## config.mk

```make
export PLATFORM = sky130hd
export DESIGN_NAME = deq_chain
export DESIGN_NICKNAME = d
export VERILOG_FILES = /design/src/design/deq_pkg.sv /design/src/design/deq_cell.sv /design/src/design/deq_chain.sv
export SDC_FILE = /design/constraint.sdc
export NUM_CORES = 1
export LEC_CHECK = 0
export ABC_AREA = 1
export BUFFER_PORTS_ARGS = -buffer_cell sky130_fd_sc_hd__buf_2
export CORE_MARGIN = 3
export CORE_UTILIZATION = 45
export CTS_BUF_LIST = sky130_fd_sc_hd__clkbuf_4
export DETAILED_ROUTE_END_ITERATION = 8
export GPL_TIMING_DRIVEN = 1
export PLACE_DENSITY = 0.72
export SKIP_LAST_GASP = 1
export SLEW_MARGIN = 5
export SYNTH_ARGS = -nofsm -noshare
export SYNTH_HDL_FRONTEND = slang
export SYNTH_SLANG_ARGS = --single-unit
```

## constraint.sdc

```tcl
create_clock -name clk -period 6.33 [get_ports clk]
set_input_delay 1.899 -clock clk [delete_from_list [all_inputs] [get_ports clk]]
set_output_delay 1.899 -clock clk [all_outputs]
set_load 0.01 [all_outputs]
```

## src/design/deq_pkg.sv

```systemverilog
// deq_pkg: opcodes, chain modes and shared types for the double-ended queue
// no dependencies; imported by the interfaces and every module of the block
`timescale 1ns / 1ps

package deq_pkg;

	localparam int VALUE_W = 32;
	localparam int OPCODE_W = 3;
	localparam int COUNT_OUT_W = 5;

	typedef logic [OPCODE_W-1:0] opcode_t;
	typedef logic signed [VALUE_W-1:0] value_t;
	typedef logic [COUNT_OUT_W-1:0] count_out_t;

	localparam opcode_t OP_REPORT = 3'd0;
	localparam opcode_t OP_PUSH_BACK = 3'd1;
	localparam opcode_t OP_PUSH_FRONT = 3'd2;
	localparam opcode_t OP_POP_FRONT = 3'd3;
	localparam opcode_t OP_POP_BACK = 3'd4;

	typedef logic [1:0] chain_mode_t;

	localparam chain_mode_t MODE_HOLD = 2'd0;
	localparam chain_mode_t MODE_SHR = 2'd1;
	localparam chain_mode_t MODE_SHL = 2'd2;
	localparam chain_mode_t MODE_WR = 2'd3;

	localparam value_t EMPTY_VALUE = -32'sd1;

	typedef struct packed {
		logic load;
		logic shift_r;
		logic shift_l;
	} cell_ctrl_t;

endpackage

```

## src/design/deq_cell.sv

```systemverilog
// deq_cell: one storage cell of a value chain; holds, loads or takes a neighbor's value
// depends on deq_pkg
`timescale 1ns / 1ps

module deq_cell
	import deq_pkg::*;
(
	input  logic       clk,
	input  cell_ctrl_t ctrl,
	input  value_t     load_value,
	input  value_t     left_value,
	input  value_t     right_value,
	output value_t     value_q,
	output value_t     value_d
);

	always_comb begin
		priority if (ctrl.load) begin
			value_d = load_value;
		end else if (ctrl.shift_r) begin
			value_d = left_value;
		end else if (ctrl.shift_l) begin
			value_d = right_value;
		end else begin
			value_d = value_q;
		end
	end

	always_ff @(posedge clk) begin
		value_q <= value_d;
	end

endmodule

```

## src/design/deq_chain.sv

```systemverilog
// deq_chain: row of DEPTH cells anchored at one end of the queue, cell 0 is the head
// depends on deq_pkg and deq_cell
`timescale 1ns / 1ps

module deq_chain
	import deq_pkg::*;
#(
	parameter int DEPTH = 16,
	parameter int CW = 5
)(
	input  logic          clk,
	input  chain_mode_t   mode,
	input  logic [CW-1:0] count,
	input  value_t        din,
	output value_t        head_d
);

	value_t     cell_q [DEPTH];
	value_t     cell_d [DEPTH];
	cell_ctrl_t ctrl [DEPTH];

	for (genvar i = 0; i < DEPTH; i++) begin : g_cell
		value_t left_v;
		value_t right_v;

		if (i == 0) begin : g_first
			assign left_v = din;
		end else begin : g_mid_l
			assign left_v = cell_q[i-1];
		end

		if (i == DEPTH - 1) begin : g_last
			assign right_v = cell_q[i];
		end else begin : g_mid_r
			assign right_v = cell_q[i+1];
		end

		assign ctrl[i].load = (mode == MODE_WR) && (count == CW'(i));
		assign ctrl[i].shift_r = (mode == MODE_SHR);
		assign ctrl[i].shift_l = (mode == MODE_SHL);

		deq_cell u_cell (
			.clk         (clk),
			.ctrl        (ctrl[i]),
			.load_value  (din),
			.left_value  (left_v),
			.right_value (right_v),
			.value_q     (cell_q[i]),
			.value_d     (cell_d[i])
		);
	end

	assign head_d = cell_d[0];

endmodule

```

==> run metrics <==
initial core utilization between 40% and 50%; overall routing resource usage 21.71%; Setup-failing EPs final 0; Routed WL approximately 73000 um; FMAX between 150 and 200 MHz; largest net degree at the start of global routing 236; synthesized area ~0.029 sq mm; crit-path cells buf_2 > inv_1 > ha_4 > inv_8 > nand3_1 > nand2_1 > nand2_1 > nand2_1 > buf_2; final setup skew around 0.03 ns; average cell area after synthesis approximately 7.6 sq um; worst vdd ir around 0.17 mV; Synth-to-Final Area Change 7.168%; Synth Flop Type edfxtp_1; gpl congestion 0.8150; ys async rst share 0%; Netlist cell types 17; syn_nets 3819; CP top delay family buffers and inverters; area leader, netlist edfxtp_1; PwrDens between 200 and 300 mW/mm^2; setup TNS 0 ns; Max-Cap Viols 0; crit path DAT 3.47 ns; cts bufs inserted between 100 and 150; outcome finished, final reports clean; number of flip-flops under the largest register name approximately 510; Setup crit end kind primary output; first-pass GRT wire length between 100000 and 150000 um; Post-CTS Repair Setup Buffers 0; Biggest register g_cell.u_cell.value_q; Die H 257.9 um; worst skew pair latency ~0.86 ns; number of flops mapped to enable cells by yosys 480; via count 23940; CTS clk-pin slew, worst paths roughly 0.060 ns; Finished Core Util about half; Fin. Hold Viols 0; worst slew margin relative to its limit about a third; Placed Instance Area 0.02897 sq mm; antenna-violating nets left 0; crit path time final 5.371 ns; Crit Path Class in2out; number of global-route vias before repair 24150; I/O pin cnt 72; startpoint types input pin; Post-CTS Resized 0; actual transition at the worst max-transition pin roughly 0.98 ns; wire length per cell 15.68 um; Pwr Total 8.644 mW; cell count after placement about 4400; final net count approximately 3700; IO buf count between 70 and 80; Critical Path Fanout Max between 100 and 150; DR pass1 iterations 6; slowest CP cell ha_4; DP Wirelength 46620 um; clk sinks approximately 500; leakage dissipation around 14 nW; Root Driver clkbuf_4; FP Rows 91; fin crit share ~85%; CTS Hold Bufs 0; Slew Viols, Final 0; Core Region between 0.06 and 0.07 sq mm; Mapped Cells around 3800; number of synthesized register bits about 510; top flop regs g_cell.u_cell.value_q x512; post-route cell area a little over 0.03 sq mm; chip width between 200 and 300 um; Area contributors post-synth edfxtp_1 50%, nand2_1 24%, o21ai_0 8.1%; GR Overflow Total 0; worst hold path type reg2reg; RSZ-0062 raised after global routing no; layout cell share with drive strength beyond 1 9.436%; DRC 0; Critical Path Max Stage Delay ~0.42 ns; Buf/Inv on CP 4; most used cell along the critical path nand2_1; CTS Buffer Depth 3; area share of the largest cell type after synthesis about half; CP Data Required Time between 4 and 5 ns; htree depth 4; Finished Layout Cells about 4600; Syn. warnings 0; TritonCTS clock tree done; drt via density 5.169; antenna violations before repair 1; Seq/Total Area, Yosys between 50% and 60%; die area roughly 0.067 sq mm; DRT iter0 DRCs ~2300
==> cells in the mapped netlist (8+ instances only) <==
cell	instances
buf_1	11
buf_2	113
buf_4	32
clkbuf_1	182
dfxtp_1	32
edfxtp_1	480
inv_1	293
nand2_1	1851
nand3_1	290
nor2_1	11
o21ai_0	460
o21ai_1	8
==> per-stage QoR <==
step,hold WS [ns],setup slack [ns]
after global placement,0.5174,1.043
after detailed placement,0.5258,1.016
after CTS,0.5356,1.014
after global routing,0.5665,0.8169
after floorplan,0.5131,1.252
final,0.5346,0.9594
==> worst paths after layout <==
check	to	cells after the start	slack, ns	start
setup / recovery	head_d[5]	9	0.96	mode[1]
setup reg to reg	g_cell[3].u_cell.value_q[8]	4	5.25	g_cell[2].u_cell.value_q[8]
hold / removal	g_cell[15].u_cell.value_q[27]	2	0.53	g_cell[14].u_cell.value_q[27]
hold reg to reg	g_cell[15].u_cell.value_q[27]	2	0.53	g_cell[14].u_cell.value_q[27]
==> placed cells by master, fill, tap and decap left out, drive strengths merged <==
| cell type | netlist | layout |
|---|---|---|
| o21ai | 468 | 468 |
| nand3 | 290 | 290 |
| nor2 | 15 | 15 |
| nand4 | 1 | 1 |
| inv | 295 | 304 |
| edfxtp | 480 | 480 |
| bufinv | 0 | 1 |
| dfxtp | 32 | 32 |
| buf | 156 | 129 |
| ha | 3 | 3 |
| nand2 | 1851 | 1851 |
| clkinv | 3 | 19 |
| clkbuf | 182 | 201 |
| diode | 0 | 1 |
==> layer usage <==
layer  wire, um  global-route usage (%)  vias up
met2      36760                   37.83      700
li1           -                       -    11960
met5          0                       0        -
met3       3995                   3.599      115
met1      30700                   27.82    11170
met4       1172                   6.342        0
==> area by class of cell <==
| class | count | area [sq um] |
|---|---|---|
| fillers | 6139 | 31680 |
| flip-flops and latches | 512 | 15050 |
| multi-input cells | 2628 | 10930 |
| clock buffers | 201 | 1509 |
| inverters | 298 | 1126 |
| well taps | 837 | 1047 |
| repair buffers | 129 | 803.3 |
| clock inverters | 26 | 125.1 |
| diodes | 1 | 2.502 |
==> power by group <==
part / total (mW) / leakage, nW / switching [mW] / internal (mW)
sequential: 4.46 / 5.02 / 0.175 / 4.29
clock: 2.87 / 1.00 / 1.38 / 1.48
combinational: 1.32 / 8.39 / 0.908 / 0.407
total: 8.64 / 14.4 / 2.47 / 6.18
==> tightest hold or removal path: cells and delay by family, from the launching register on <==
kind / cells / cell delay [ns]
flops: 1 / 0.34
simple gates: 2 / 0.11
==> logic make-up (layout without fill, tap and decap cells) <==
| kind of cell | after synthesis | after routing | share of synthesized area, % |
|---|---|---|---|
| compound gates | 468 | 468 | 8.203 |
| fa+ha+maj | 3 | 3 | 0.1315 |
| buf+inv | 636 | 654 | 9.276 |
| flops | 512 | 512 | 52.72 |
| other cells | 0 | 1 | 0 |
| simple gates | 2157 | 2157 | 29.67 |
Power figures use the tool's default switching activity.
